==> src/rtl/ofr_pkg.sv <==
// Package for the orifice flow rate unit: field widths, fixed-point constants,
// register indexes and area modes. No dependencies.

package ofr_pkg;

  // Field and register widths
  localparam int unsigned PIN_W      = 28;
  localparam int unsigned OPEN_W     = 31;
  localparam int unsigned FC_W       = 40;
  localparam int unsigned BORE_W     = 30;
  localparam int unsigned MODE_W     = 2;
  localparam int unsigned FLOW_W     = 64;
  localparam int unsigned AREA_W     = 63;
  localparam int unsigned CFG_IDX_W  = 2;
  localparam int unsigned CFG_DATA_W = 40;

  // Internal widths
  localparam int unsigned DP_W   = 28;   // |pin - pout| < 2^28
  localparam int unsigned O_W    = 30;   // clamped opening
  localparam int unsigned ROOT_W = 30;   // sqrt(dp * 2^32) < 2^30

  // Constant divider by 15625, one 16-bit digit per step
  localparam int unsigned CHUNK_W   = 16;
  localparam int unsigned REM_W     = 14;
  localparam int unsigned CUR_W     = REM_W + CHUNK_W;
  localparam int unsigned DIVM_W    = 31;
  localparam int unsigned PROD_W    = CUR_W + DIVM_W;
  localparam int unsigned DIV_SHIFT = 44;
  localparam logic [DIVM_W-1:0] DIV_M = 31'd1125899907;  // ceil(2^44 / 15625)
  localparam logic [REM_W-1:0]  DIV_D = 14'd15625;

  // Fixed-point constants
  localparam logic [32:0] SQRT2_Q32 = 33'h16A09E668;
  localparam logic [62:0] PI_Q61    = 63'h6487ED5110B4611A;
  localparam logic [DP_W-1:0] DP_REG = 28'd10000;
  localparam logic [14:0] QUAD_SPAN = 15'd30000;
  localparam logic [12:0] QUAD_BIAS = 13'd7812;   // floor(1e6 / 128)

  typedef enum logic [CFG_IDX_W-1:0] {
    CFG_FLOW_COEFF    = 2'd0,
    CFG_BORE_DIAMETER = 2'd1,
    CFG_AREA_MODE     = 2'd2
  } cfg_idx_e;

  typedef enum logic [MODE_W-1:0] {
    MODE_CONE   = 2'd0,
    MODE_PISTON = 2'd1
  } area_mode_e;

endpackage

==> src/rtl/ofr_cdiv.sv <==
// Pipelined division by 15625, one 16-bit digit per step in two register stages
// (reciprocal multiply, then remainder). Depends on ofr_pkg.

module ofr_cdiv #(
  parameter int unsigned Chunks = 2
) (
  input  logic                                clk_i,
  input  logic                                en_i,
  input  logic [Chunks*ofr_pkg::CHUNK_W-1:0]  num_i,
  output logic [Chunks*ofr_pkg::CHUNK_W-1:0]  quo_o
);
  import ofr_pkg::*;

  localparam int unsigned W = Chunks * CHUNK_W;

  logic [W-1:0]     num_a [Chunks+1];
  logic [W-1:0]     quo_a [Chunks+1];
  logic [REM_W-1:0] rem_a [Chunks+1];

  assign num_a[0] = num_i;
  assign quo_a[0] = '0;
  assign rem_a[0] = '0;

  for (genvar k = 0; k < Chunks; k++) begin : g_digit
    localparam int unsigned C = Chunks - 1 - k;

    logic [CUR_W-1:0]   cur;
    logic [CUR_W-1:0]   cur_q;
    logic [PROD_W-1:0]  prod_q;
    logic [W-1:0]       num_q, quo_q;
    logic [CHUNK_W-1:0] dig;
    logic [CUR_W-1:0]   back;
    logic [W-1:0]       quo_nx;
    logic [W-1:0]       num_q2, quo_q2;
    logic [REM_W-1:0]   rem_q2;

    assign cur = {rem_a[k], num_a[k][C*CHUNK_W +: CHUNK_W]};

    always_ff @(posedge clk_i) begin
      if (en_i) begin
        cur_q  <= cur;
        prod_q <= PROD_W'(cur) * PROD_W'(DIV_M);
        num_q  <= num_a[k];
        quo_q  <= quo_a[k];
      end
    end

    assign dig  = prod_q[DIV_SHIFT +: CHUNK_W];
    assign back = CUR_W'(dig) * CUR_W'(DIV_D);

    always_comb begin
      quo_nx = quo_q;
      quo_nx[C*CHUNK_W +: CHUNK_W] = dig;
    end

    always_ff @(posedge clk_i) begin
      if (en_i) begin
        rem_q2 <= REM_W'(cur_q - back);
        num_q2 <= num_q;
        quo_q2 <= quo_nx;
      end
    end

    assign num_a[k+1] = num_q2;
    assign quo_a[k+1] = quo_q2;
    assign rem_a[k+1] = rem_q2;
  end

  assign quo_o = quo_a[Chunks];

endmodule

==> config.mk <==
export PLATFORM = sky130hd
export DESIGN_NAME = ofr_cdiv
export DESIGN_NICKNAME = d
export VERILOG_FILES = /design/src/rtl/ofr_pkg.sv /design/src/rtl/ofr_cdiv.sv
export SDC_FILE = /design/constraint.sdc
export NUM_CORES = 1
export LEC_CHECK = 0
export BUFFER_PORTS_ARGS = -buffer_cell sky130_fd_sc_hd__buf_2
export CAP_MARGIN = 20
export CORE_MARGIN = 10
export CORE_UTILIZATION = 55
export DETAILED_ROUTE_END_ITERATION = 10
export GPL_TIMING_DRIVEN = 0
export PLACE_DENSITY = 0.69
export SYNTH_ARGS = -nofsm -noshare
export SYNTH_HDL_FRONTEND = slang
export SYNTH_SLANG_ARGS = --single-unit
==> constraint.sdc <==
create_clock -name clk_i -period 10.85 [get_ports clk_i]
set_clock_uncertainty 0.1 [all_clocks]
set_input_delay 1.6275 -clock clk_i [delete_from_list [all_inputs] [get_ports clk_i]]
set_output_delay 1.6275 -clock clk_i [all_outputs]
set_load 0.01 [all_outputs]
* Word-level counts from Yosys, hierarchy flattened
Cells that the tools add are included.
Cells by class: $add $sub $neg 1, multipliers 3
Operators with widths (count):
- $mul 30x31->60 const B | 1
- $mul 16x31->47 const B | 1
- $mul 3x14->14 const B | 1
- $sub 14x14->14 | 1
Word-level totals: flip-flop bits (word level) 192, input bits 34, word-level logic and storage cells 13

* Logic depth before layout (Yosys ltp)
depth after elaboration 2, gate-level depth with buffers 26, gate-level depth less buffers 26

* Worst setup path after synthesis
OpenSTA, ideal clock, no wires.
path kind reg2reg, start reg g_digit[0].num_q2[4], end reg g_digit[1].prod_q[54], data pin, arrival time 6.765 ns, data required time 10.492 ns, path slack 3.728 ns, stages on the path, launching flop included 25, buffers on the path 0, clock period less this slack 7.122 ns, cells stage by stage edfxtp_1 -> inv_1 -> fa_1 -> inv_1 -> fa_1 -> inv_1 -> fa_1 -> fa_1 -> inv_1 -> fa_1 -> fa_1 -> fa_1 -> inv_1 -> fa_1 -> inv_1 -> ha_1 -> a21oi_1 -> o21ai_0 -> a2111oi_2 -> a311oi_1 -> nor3_2 -> o21ai_1 -> a21o_1 -> a21oi_1 -> xnor2_1
Between the ends: word-level cells in the longest chain between the ends 1
Ends and longest elaborated chain:
- start, declared | line ofr_cdiv.sv:34 | logic [W-1:0] num_q2, quo_q2;
- start signal, assigned | line ofr_cdiv.sv:59 | num_q2 <= num_q;
- $mul 30x31->60 | line ofr_cdiv.sv:42 | prod_q <= PROD_W'(cur) * PROD_W'(DIV_M);
- end signal, assigned | line ofr_cdiv.sv:42
- end, declared | line ofr_cdiv.sv:29 | logic [PROD_W-1:0] prod_q;
No other way between the ends. A chain may end at the register's enable or synchronous reset.

* Worst setup path after layout
Same ends and word-level chain as after synthesis.

==> run metrics <==
status=completed; CP bufs+invs=6; setup repair bufs after CTS=0; Max Clk Rate=0.1220 GHz; Final Slew Violations=0; crit path launch type=flop; yosys warns=0; mapped cell area=0.02380 mm²; Max transition margin=45.73%; Post-synth EDFFs=104; number of buffers added on ports=52; vias post-DR=14,820; crit path max fanout=6; share of layout cells above drive strength 1=4.575%; met2 Usage GRT=40.37%; TritonCTS buffer count=9; Detailed Route WL=55,680 µm; post-synthesis cell count=2,192; Worst-Margin Slew=0.8056 ns; first-pass GRT wire length=90,070 µm; Root Driver=clkbuf_16; Initial DRC Count=795; final routed DRC violation total=0; vias in the first global route=16,910; Std-Cell Rows=76; Pre-antenna DRT Iters=6; RSZ-0062 raised after global routing=false; initial antenna violation count=0; grt total ovfl=0; Clock Path Buffers=2; TritonCTS clock tree=done; crit path time final=8.197 ns; die width=228.0 µm; Placer Congestion=0.9700; Starting Density=55.50%; GRT Util Overall=22.53%; H-Tree Depth=3; largest net degree at the start of global routing=78; Avg Vias per Cell=5.185; met1 Resource Use GR=27.34%; hpwl dp=50,640 µm; most used cell, CP=fa_1; final net count=3,268; max-cap violation count=0; critical-path cell list=inv_1, fa_1, inv_1, fa_1, inv_1, fa_1, fa_1, inv_1, fa_1, fa_1, fa_1, inv_1, fa_1, inv_1, ha_1, a21oi_1, o21ai_0, a2111oi_2, a311oi_1, nor3_2, o21ai_1, a21o_1, a21oi_1, xnor2_1; Hold WS=0.3224 ns; synth-to-layout area growth=5.840%; core area=0.04289 mm²; most common flop cell mapped by yosys=edfxtp_1; Hold WC Path Type=reg -> reg; post-synthesis sequential area ratio=13.12%; post_cts resized=0; crit-path leading delay family=adder cells; ANT nets after route=0; Ports=66; synth unique cells=57; slowest CP cell=edfxtp_1; Worst-path clk slew=0.08 ns; area of the die=0.05200 mm²; clock sinks=104; routed len/inst=19.48 µm; critical path arrival=8.24 ns; CP max stage delay=0.64 ns; # hold bufs at CTS=0; number of antenna diodes=0; Synth Area per Inst=10.86 µm²; setup tns final=0 ns; Place WS=2.703 ns; final setup margin=2.653 ns; commonest non-fill, non-tap cell in the layout=inv_1; register bit total from synthesis=104; die height=228.0 µm; most used routing layer=met2; ys async rst share=0%; worst setup path category=reg -> reg; Final Cycle Share=75.55%; Crit path required time=10.89 ns; Final Setup Violations=0; Global Route met3 Usage=2.904%; Clock Latency Late Sink=0.39 ns; CP Capture Type=flop; Final Hold Viols=0; most frequent cells in the layout=inv_1 (741), ha_1 (509), fa_1 (457)
[per-layer routing]
metal | share of wire (%) | vias up
li1 | - | 6936
met1 | 41 | 7460
met2 | 52 | 343
met3 | 4.0 | 80
met4 | 3.3 | 0
met5 | 0 | -
[cell usage after synthesis (all sizes together), types with 8 or more instances]
library cell	count	area, µm²
a21oi	60	300.3
xnor2	28	245.2
inv	741	2781
nand4	17	112.6
fa	457	9149
nor3	13	75.07
or2	10	62.56
edfxtp	104	3123
nand2	33	123.9
nor2	35	131.4
buf	14	102.6
o21bai	10	75.07
nand3	14	70.07
ha	509	6369
xor2	8	70.07
a21o	26	195.2
o21ai	28	140.1
[kinds of logic after synthesis]
group	after synthesis	share of synthesized area [%]
buffers and inverters	755	12.12
and+or+nand+nor	150	3.217
xor gates and xnor gates	36	1.325
other	1	0.01576
muxes	1	0.04731
adders and majority gates	966	65.19
DFF	104	13.12
AOI/OAI and AO/OA	179	4.963
[state kept, by name (all words and copies together) (netlist names)]
| register | count |
|---|---|
| g_digit.quo_q2 | 3 |
| g_digit.num_q2 | 16 |
| quo_o | 19 |
| g_digit.num_q | 16 |
| g_digit.prod_q | 20 |
| g_digit.rem_q2 | 14 |
| g_digit.cur_q | 13 |
| g_digit.quo_q | 3 |
[through the flow]
| stage | area [µm²] | utilization, % | std cells |
|---|---|---|---|
| after global placement | 24840 | 57.92 | 2841 |
| after floorplan | 23850 | - | 2204 |
| after detailed placement | 24870 | 57.99 | 2842 |
| after CTS | 25190 | 58.74 | 2858 |
| final | 25190 | 58.74 | 2858 |
| after global routing | 25190 | 58.74 | 2858 |
[cell type report]
class | count | area (µm²)
Buffer | 14 | 102.6
Clock buffer | 9 | 225.2
Clock inverter | 7 | 97.59
Fill cell | 3650 | 17690
Inverter | 741 | 2781
Multi-Input combinational cell | 1345 | 17840
Sequential cell | 104 | 3123
Tap cell | 585 | 732.0
Timing Repair Buffer | 53 | 290.3
[path summary, 6_finish.rpt]
check / cells after the start / startpoint / endpoint / slack, ns
max reg2reg: 24 / g_digit[0].num_q2[4] / g_digit[1].prod_q[54] / 2.65
min: 0 / g_digit[0].num_q[2] / g_digit[0].num_q2[2] / 0.32
min reg2reg: 0 / g_digit[0].num_q[2] / g_digit[0].num_q2[2] / 0.32
max: 24 / g_digit[0].num_q2[4] / g_digit[1].prod_q[54] / 2.65
Power is left out: the tool's default activity adds up to more than one toggle a clock period on the data nets, which glitch-free logic cannot reach.
