**config.mk**
```make
export PLATFORM = sky130hd
export DESIGN_NAME = ofr_sqrt
export DESIGN_NICKNAME = d
export VERILOG_FILES = /design/src/rtl/ofr_pkg.sv /design/src/rtl/ofr_sqrt.sv
export SDC_FILE = /design/constraint.sdc
export NUM_CORES = 2
export LEC_CHECK = 0
export ABC_AREA = 1
export BUFFER_PORTS_ARGS = -buffer_cell sky130_fd_sc_hd__buf_2
export CAP_MARGIN = 20
export CORE_UTILIZATION = 59
export CTS_CLUSTER_SIZE = 10
export DETAILED_ROUTE_END_ITERATION = 10
export GPL_TIMING_DRIVEN = 0
export PLACE_DENSITY = 0.78
export SETUP_SLACK_MARGIN = 0.1
export SLEW_MARGIN = 20
export SYNTH_ARGS = -nofsm -noshare
export SYNTH_HDL_FRONTEND = slang
export SYNTH_SLANG_ARGS = --single-unit
```
**constraint.sdc**
```tcl
create_clock -name clk_i -period 2.3 [get_ports clk_i]
set_input_delay 0.115 -clock clk_i [delete_from_list [all_inputs] [get_ports clk_i]]
set_output_delay 0.115 -clock clk_i [all_outputs]
set_load 0.1 [all_outputs]
```
**src/rtl/ofr_pkg.sv**
```systemverilog
// Package for the orifice flow rate unit: field widths, fixed-point constants,
// register indexes and area modes. No dependencies.

package ofr_pkg;

  // Field and register widths
  localparam int unsigned PIN_W      = 28;
  localparam int unsigned OPEN_W     = 31;
  localparam int unsigned FC_W       = 40;
  localparam int unsigned BORE_W     = 30;
  localparam int unsigned MODE_W     = 2;
  localparam int unsigned FLOW_W     = 64;
  localparam int unsigned AREA_W     = 63;
  localparam int unsigned CFG_IDX_W  = 2;
  localparam int unsigned CFG_DATA_W = 40;

  // Internal widths
  localparam int unsigned DP_W   = 28;   // |pin - pout| < 2^28
  localparam int unsigned O_W    = 30;   // clamped opening
  localparam int unsigned ROOT_W = 30;   // sqrt(dp * 2^32) < 2^30

  // Constant divider by 15625, one 16-bit digit per step
  localparam int unsigned CHUNK_W   = 16;
  localparam int unsigned REM_W     = 14;
  localparam int unsigned CUR_W     = REM_W + CHUNK_W;
  localparam int unsigned DIVM_W    = 31;
  localparam int unsigned PROD_W    = CUR_W + DIVM_W;
  localparam int unsigned DIV_SHIFT = 44;
  localparam logic [DIVM_W-1:0] DIV_M = 31'd1125899907;  // ceil(2^44 / 15625)
  localparam logic [REM_W-1:0]  DIV_D = 14'd15625;

  // Fixed-point constants
  localparam logic [32:0] SQRT2_Q32 = 33'h16A09E668;
  localparam logic [62:0] PI_Q61    = 63'h6487ED5110B4611A;
  localparam logic [DP_W-1:0] DP_REG = 28'd10000;
  localparam logic [14:0] QUAD_SPAN = 15'd30000;
  localparam logic [12:0] QUAD_BIAS = 13'd7812;   // floor(1e6 / 128)

  typedef enum logic [CFG_IDX_W-1:0] {
    CFG_FLOW_COEFF    = 2'd0,
    CFG_BORE_DIAMETER = 2'd1,
    CFG_AREA_MODE     = 2'd2
  } cfg_idx_e;

  typedef enum logic [MODE_W-1:0] {
    MODE_CONE   = 2'd0,
    MODE_PISTON = 2'd1
  } area_mode_e;

endpackage

```
**src/rtl/ofr_sqrt.sv**
```systemverilog
// Pipelined integer square root of dp * 2^32, one root bit per register stage.
// Depends on ofr_pkg.

module ofr_sqrt (
  input  logic                        clk_i,
  input  logic                        en_i,
  input  logic [ofr_pkg::DP_W-1:0]    dp_i,
  output logic [ofr_pkg::ROOT_W-1:0]  root_o
);
  import ofr_pkg::*;

  localparam int unsigned N_W  = 2 * ROOT_W;
  localparam int unsigned RM_W = ROOT_W + 2;

  logic [N_W-1:0]    n_a   [ROOT_W+1];
  logic [RM_W-1:0]   rem_a [ROOT_W+1];
  logic [ROOT_W-1:0] r_a   [ROOT_W+1];

  assign n_a[0]   = {dp_i, {(N_W-DP_W){1'b0}}};
  assign rem_a[0] = '0;
  assign r_a[0]   = '0;

  for (genvar k = 0; k < ROOT_W; k++) begin : g_bit
    logic [RM_W+1:0]   rem_sh, trial;
    logic              ge;
    logic [N_W-1:0]    n_q;
    logic [RM_W-1:0]   rem_q;
    logic [ROOT_W-1:0] r_q;

    assign rem_sh = {rem_a[k], n_a[k][N_W-1 -: 2]};
    assign trial  = {2'b00, r_a[k], 2'b01};
    assign ge     = (rem_sh >= trial);

    always_ff @(posedge clk_i) begin
      if (en_i) begin
        n_q   <= {n_a[k][N_W-3:0], 2'b00};
        rem_q <= ge ? RM_W'(rem_sh - trial) : RM_W'(rem_sh);
        r_q   <= {r_a[k][ROOT_W-2:0], ge};
      end
    end

    assign n_a[k+1]   = n_q;
    assign rem_a[k+1] = rem_q;
    assign r_a[k+1]   = r_q;
  end

  assign root_o = r_a[ROOT_W];

endmodule

```
=== Yosys cells after proc, flatten, opt, wreduce, memory -nomap -nowiden ===
Cells that the tools add are included.

* Mux-type cells: 29
* Add/sub/neg operators: 29
* Order comparisons: 30

{| class="wikitable"
|+ Operators with widths
! operator !! number
|-
| 2-to-1 mux 32 bit || 28
|-
| >= comparator 34 x 10 -> 1 bit || 1
|-
| >= comparator 34 x 11 -> 1 bit || 1
|-
| >= comparator 34 x 12 -> 1 bit || 1
|-
| >= comparator 34 x 13 -> 1 bit || 1
|-
| >= comparator 34 x 14 -> 1 bit || 1
|-
| >= comparator 34 x 15 -> 1 bit || 1
|-
| >= comparator 34 x 16 -> 1 bit || 1
|-
| >= comparator 34 x 17 -> 1 bit || 1
|-
| >= comparator 34 x 18 -> 1 bit || 1
|-
| >= comparator 34 x 19 -> 1 bit || 1
|-
| >= comparator 34 x 20 -> 1 bit || 1
|-
| >= comparator 34 x 21 -> 1 bit || 1
|-
| >= comparator 34 x 22 -> 1 bit || 1
|-
| >= comparator 34 x 23 -> 1 bit || 1
|-
| >= comparator 34 x 24 -> 1 bit || 1
|-
| >= comparator 34 x 25 -> 1 bit || 1
|-
| >= comparator 34 x 26 -> 1 bit || 1
|-
| >= comparator 34 x 27 -> 1 bit || 1
|-
| >= comparator 34 x 28 -> 1 bit || 1
|-
| >= comparator 34 x 29 -> 1 bit || 1
|-
| >= comparator 34 x 3 -> 1 bit || 1
|-
| >= comparator 34 x 30 -> 1 bit || 1
|-
| >= comparator 34 x 31 -> 1 bit || 1
|-
| other kinds (37) || 37
|}

* Word-level logic and storage cells: 176
* Input port bits: 30
* Output and inout port bits: 30
* Flip-flop bits (word level): 1546

=== Longest topological paths before layout ===
* Depth in word-level cells: 2
* Depth in mapped cells: 17
* Mapped depth without buffers: 16

=== Worst setup path after synthesis ===
OpenSTA, ideal clock, no wires.

* Kind: register to register
* Start point: reg g_bit[27].r_q[0]
* End point: reg g_bit[28].rem_q[26], data pin
* Path slack: -2 ps
* Data required time: 2047 ps
* Clock period less this slack: 2302 ps
* Path buffers: 1
* Cell stages (with the launch flop): 18
* Setup time: 253 ps
* Arrival: 2049 ps
* Cell sequence: edfxtp_1 -> inv_1 -> ha_1 -> inv_1 -> fa_1 -> inv_1 -> nand3_1 -> nand3_1 -> nand2_1 -> nand2_1 -> nand2_1 -> nand2_1 -> nand2_1 -> nand2_2 -> inv_4 -> buf_6 -> nand2_1 -> nand2_1

* Longest elaborated chain between the ends: 2
* Elaborated cells on any way between the ends: 3
* Classes of those cells: add/sub: 1; order compare: 1; mux: 1

{| class="wikitable"
|+ Ends and longest elaborated chain
! element !! line !! text
|-
| start, declared || ofr_sqrt.sv:28 || <nowiki>logic [ROOT_W-1:0] r_q;</nowiki>
|-
| start signal, assigned || ofr_sqrt.sv:38 || <nowiki>r_q <= {r_a[k][ROOT_W-2:0], ge};</nowiki>
|-
| subtractor 32 x 30 -> 32 bit or >= comparator 34 x 30 -> 1 bit (tied branches) || ofr_sqrt.sv:37, ofr_sqrt.sv:32 ||
|-
| 2-to-1 mux 32 bit (*) || ofr_sqrt.sv:37 || <nowiki>rem_q <= ge ? RM_W'(rem_sh - trial) : RM_W'(rem_sh);</nowiki>
|-
| end signal, assigned || ofr_sqrt.sv:37 ||
|-
| end, declared || ofr_sqrt.sv:27 || <nowiki>logic [RM_W-1:0] rem_q;</nowiki>
|}

Every way passes the cells marked *; elsewhere a longest branch is shown, timed or not.
A chain may end at the register's enable or synchronous reset.

=== Worst setup path after layout ===
* Start point: reg g_bit[25].r_q[3]
* End point: reg g_bit[26].rem_q[23], data pin

* Longest elaborated chain between the ends: 2
* Elaborated cells on any way between the ends: 3
* Classes of those cells: add/sub: 1; order compare: 1; mux: 1

{| class="wikitable"
|+ Ends and longest elaborated chain
! element !! line
|-
| start, declared || ofr_sqrt.sv:28
|-
| start signal, assigned || ofr_sqrt.sv:38
|-
| subtractor 32 x 28 -> 32 bit or >= comparator 34 x 28 -> 1 bit (tied branches) || ofr_sqrt.sv:37, ofr_sqrt.sv:32
|-
| 2-to-1 mux 32 bit (*) || ofr_sqrt.sv:37
|-
| end signal, assigned || ofr_sqrt.sv:37
|-
| end, declared || ofr_sqrt.sv:27
|}

Marks and branches as above.

==> out/qor.log <==
INFO  final_layout   drive_gt1_share=21.45%
INFO  yosys          synth_area_leader_cell=edfxtp_1
INFO  grt            globalRouteOverflowTotal=0
INFO  yosys          mappedNetlistArea=97840squm
INFO  sta            hold_viol_final=3
INFO  pwr            leakagePower=0.05739uW
INFO  run_status     failing_checks=negative hold slack, negative setup slack
INFO  setup_path     crit_cells=13
INFO  place          place_hpwl=215900um
INFO  grt            grt_antenna_before_repair=5
INFO  yosys          netlist_top_cells_area=edfxtp_1, nand2_1, inv_1, ha_1, nor2_1
INFO  die            placement_rows=149
INFO  route          detail_route.vias_per_cell=5.707
INFO  worst_hold_path hold_end=g_bit[1].n_q[40]
INFO  yosys          synth_enable_flop_cells=1514
INFO  route          drt_iter0_drc=9708
INFO  final_layout   final_core_utilization=75.35%
INFO  yosys          synthesis.nets=13210
INFO  sta            layout_worst_path_cycle_share=119.9%
INFO  clock_network  clk-insertion-delay-late=0.86ns
INFO  route          post-route-drc-count=0
INFO  place          port_buffers=59
INFO  clock_network  clock_tree.htree_level_count=4
INFO  sta            finalSetupViolCount=380
INFO  clock_network  worst_setup_hold_path_clk_slew=0.06ns
INFO  yosys          async_flop_share=0%
INFO  setup_path     critical_path.top_delay_family=simple AND/OR/NAND/NOR gates
INFO  sta            post-route-min-period=2.757ns
INFO  job            maxCapViolCount=0
INFO  sta            rsz0062_at_grt=true
INFO  yosys          synth_ff_type=edfxtp_1
INFO  route          antenna_left=0
INFO  sta            achievable-frequency=362.7MHz
INFO  grt            global_route_total_usage_across_every_layer=34.66%
INFO  sta            slew_at_the_pin_closest_to_its_max_slew_limit=0.9101ns
INFO  clock_network  tritoncts=done
INFO  yosys          fraction_of_synthesized_cell_area_taken_by_the_top_area_cell_type=46.47%
INFO  place          gp_routability_congestion=0.9753
INFO  setup_path     critPathMaxFanout=5
INFO  setup_path     timing.reg2reg.worst_path_depth=13
INFO  worst_hold_path holdCritStartpoint=en_i
INFO  sta            finClkSkew=0.04950ns
INFO  run_status     outcome=finished, violations left
INFO  pwr            power_density=768.6nW/um^2
INFO  grt            via_count_of_the_first_global_routing_pass=84710
INFO  setup_path     critical_path.slowest_cell=edfxtp_1
INFO  sta            worst_slew_margin_relative_to_its_limit=39.33%
INFO  final_layout   final.fill_count=11430
INFO  die            fp.coreArea=164800squm
INFO  setup_path     crit_path_frequent_cell=nand2_1
INFO  final_layout   postLayoutCellArea=124200squm
INFO  route          detail_route.first_pass.iterations=10
INFO  route          wl_per_cell=20.07um
INFO  die            io-pin-count=60
INFO  die            start_util=59.37%
INFO  place          detailed_place.area=101300squm
INFO  setup_path     path_buf_inv=1
INFO  yosys          syn_avg_cell_area=7.704squm
INFO  pwr            power.ir.vdd_worst=1.104mV
INFO  worst_hold_path min_path_cells=3
INFO  yosys          most_frequent_cells_after_synthesis=nand2_1, inv_1, edfxtp_1, nor2_1, nand3_1
INFO  setup_path     critical_path_required=2.87ns
INFO  setup_path     timing.critical_path.arrival=3.33ns
INFO  final_layout   area_delta_synth_final=26.91%
INFO  sta            worst_hold_slack=-0.03185ns
INFO  route          totalWireLength=319700um
INFO  setup_path     critPathLaunchType=register
INFO  clock_network  cts_made_buffers=179
INFO  grt            grt_max_degree=154
INFO  die            die_area=167500squm
INFO  yosys          netlist-cell-type-count=53
INFO  sta            setup_slack=-0.4569ns
INFO  yosys          yosysMostFrequentCell=nand2_1
INFO  setup_path     rr_endpoint=g_bit[26].rem_q[23]
INFO  route          route.vias.total=90920
INFO  die            chipWidth=409.2um
INFO  place          place_ws=-0.7388ns
INFO  die            fp.dieH=409.2um
INFO  worst_hold_path holdCritPathClass=primary input to register
INFO  setup_path     worstSetupEndpointType=register
INFO  setup_path     max_stage_delay=0.57ns
INFO  clock_network  clock_tree_buffer_depth=3
INFO  sta            timing_max_transition_violations_final=0
INFO  setup_path     timing.rr.start=g_bit[25].r_q[3]
INFO  setup_path     setup.worst_path.start=g_bit[25].r_q[3]
INFO  setup_path     timing_worst_setup_path_type=register to register
INFO  setup_path     crit_chain=inv_1 -> ha_2 -> nand2_1 -> nor2_2 -> nand2_1 -> nand3_1 -> nand2_1 -> nand2_1 -> nand2_1 -> nand2_1 -> nand2_1 -> nand3_2 -> nand2_1
INFO  yosys          yosysSeqAreaShare=46.47%
INFO  final_layout   antenna_cells=0
INFO  yosys          ys_seq_elements=1514
INFO  clock_network  clockRootBuffer=clkbuf_16
INFO  grt            grt_pass1_wl=456900um
INFO  final_layout   nNetsFinal=14190
INFO  clock_network  cts_sinks=1514
INFO  yosys          postSynthCellCount=12700
INFO  yosys          yosysWarningCount=0
INFO  setup_path     worst-r2r-setup-slack=-0.46ns
-- worst register-to-register path: cells and delay by family, from the launching register on --
family,cells,cell delay (ns)
simple gates,11,1.39
flops,1,0.57
fa+ha+maj,1,0.42
buf+inv,1,0.11
-- through the flow --
stage / setup TNS (ns) / std cells / power (uW)
6_report: -37.43 / 15930 / 95440
5_1_grt: -71.45 / 15930 / 99590
4_1_cts: -16.24 / 15620 / 90360
3_5_place_dp: -388.50 / 14960 / 61490
3_3_place_gp: - / 14950 / 62260
2_1_floorplan: 0 / 12700 / 53750
-- cell families after synthesis --
group / share of synthesized area (%)
buffers and inverters: 10.06
AND/OR/NAND/NOR: 29.11
XOR/XNOR: 3.043
other: 0.003833
adder cells (fa/ha/maj): 6.253
AO/OA/AOI/OAI: 5.068
flip-flops: 46.47
-- registers in the layout, indices dropped and copies added, names as in the netlist --
signal	flops
root_o	30
g_bit.r_q	435
g_bit.n_q	182
g_bit.rem_q	867
-- worst max path at each step --
stage,end
finish,g_bit[26].rem_q[23]
global route,g_bit[26].rem_q[4]
CTS,g_bit[20].rem_q[15]
detailed placement,g_bit[22].rem_q[3]
global placement,g_bit[23].r_q[2]
floorplan,g_bit[26].rem_q[25]
-- layout make-up --
class / instances / area [sq um] / area share [%]
multi-input cells: 8665 / 52110 / 41.96
flip-flops and latches: 1514 / 45460 / 36.61
well taps: 2189 / 2739 / 2.206
inverters: 2415 / 9235 / 7.437
clock buffers: 202 / 4566 / 3.677
repair buffers: 797 / 7898 / 6.360
plain buffers: 105 / 1607 / 1.294
clock inverters: 44 / 564.3 / 0.4544
-- routing by layer --
metal / vias up / track usage, % / routed length (um) / part of all wire [%]
li1: 42430 / - / - / -
met4: 4 / 15.68 / 17940 / 5.6
met1: 42520 / 42.88 / 120600 / 38
met3: 1270 / 4.692 / 25290 / 7.9
met5: - / 0 / 30 / 0.0094
met2: 4689 / 60.20 / 155800 / 49
-- cells in the final DEF, fill, tap and decap left out, drive strengths merged, types with 9 or more instances in the layout --
cell type / instances
buf: 821
or2: 48
and2: 28
nand2: 4433
a21boi: 12
dlygate4sd3: 56
ha: 465
clkinv: 47
and3: 12
xnor2: 126
a21oi: 546
clkbuf: 227
nand3: 778
xor2: 214
o21bai: 28
a21o: 9
edfxtp: 1514
nor2: 1137
nand3b: 58
inv: 2409
fa: 15
nor4: 13
nor3: 194
nand4: 192
o21ai: 335
-- power breakdown --
group / switching [uW] / internal, uW
Clock: 11600 / 14200
Combinational: 19700 / 11700
Sequential: 3350 / 34800
Total: 34600 / 60800
-- what timing repair did --
item	in CTS	in global routing
hold endpoints to repair	98	0
gates cloned	42	28
resized for setup	1276	1315
hold buffers	58	0
setup buffers	318	298
pin swaps	231	317
endpoints found under the setup margin	834	875
Power figures use the tool's default switching activity.
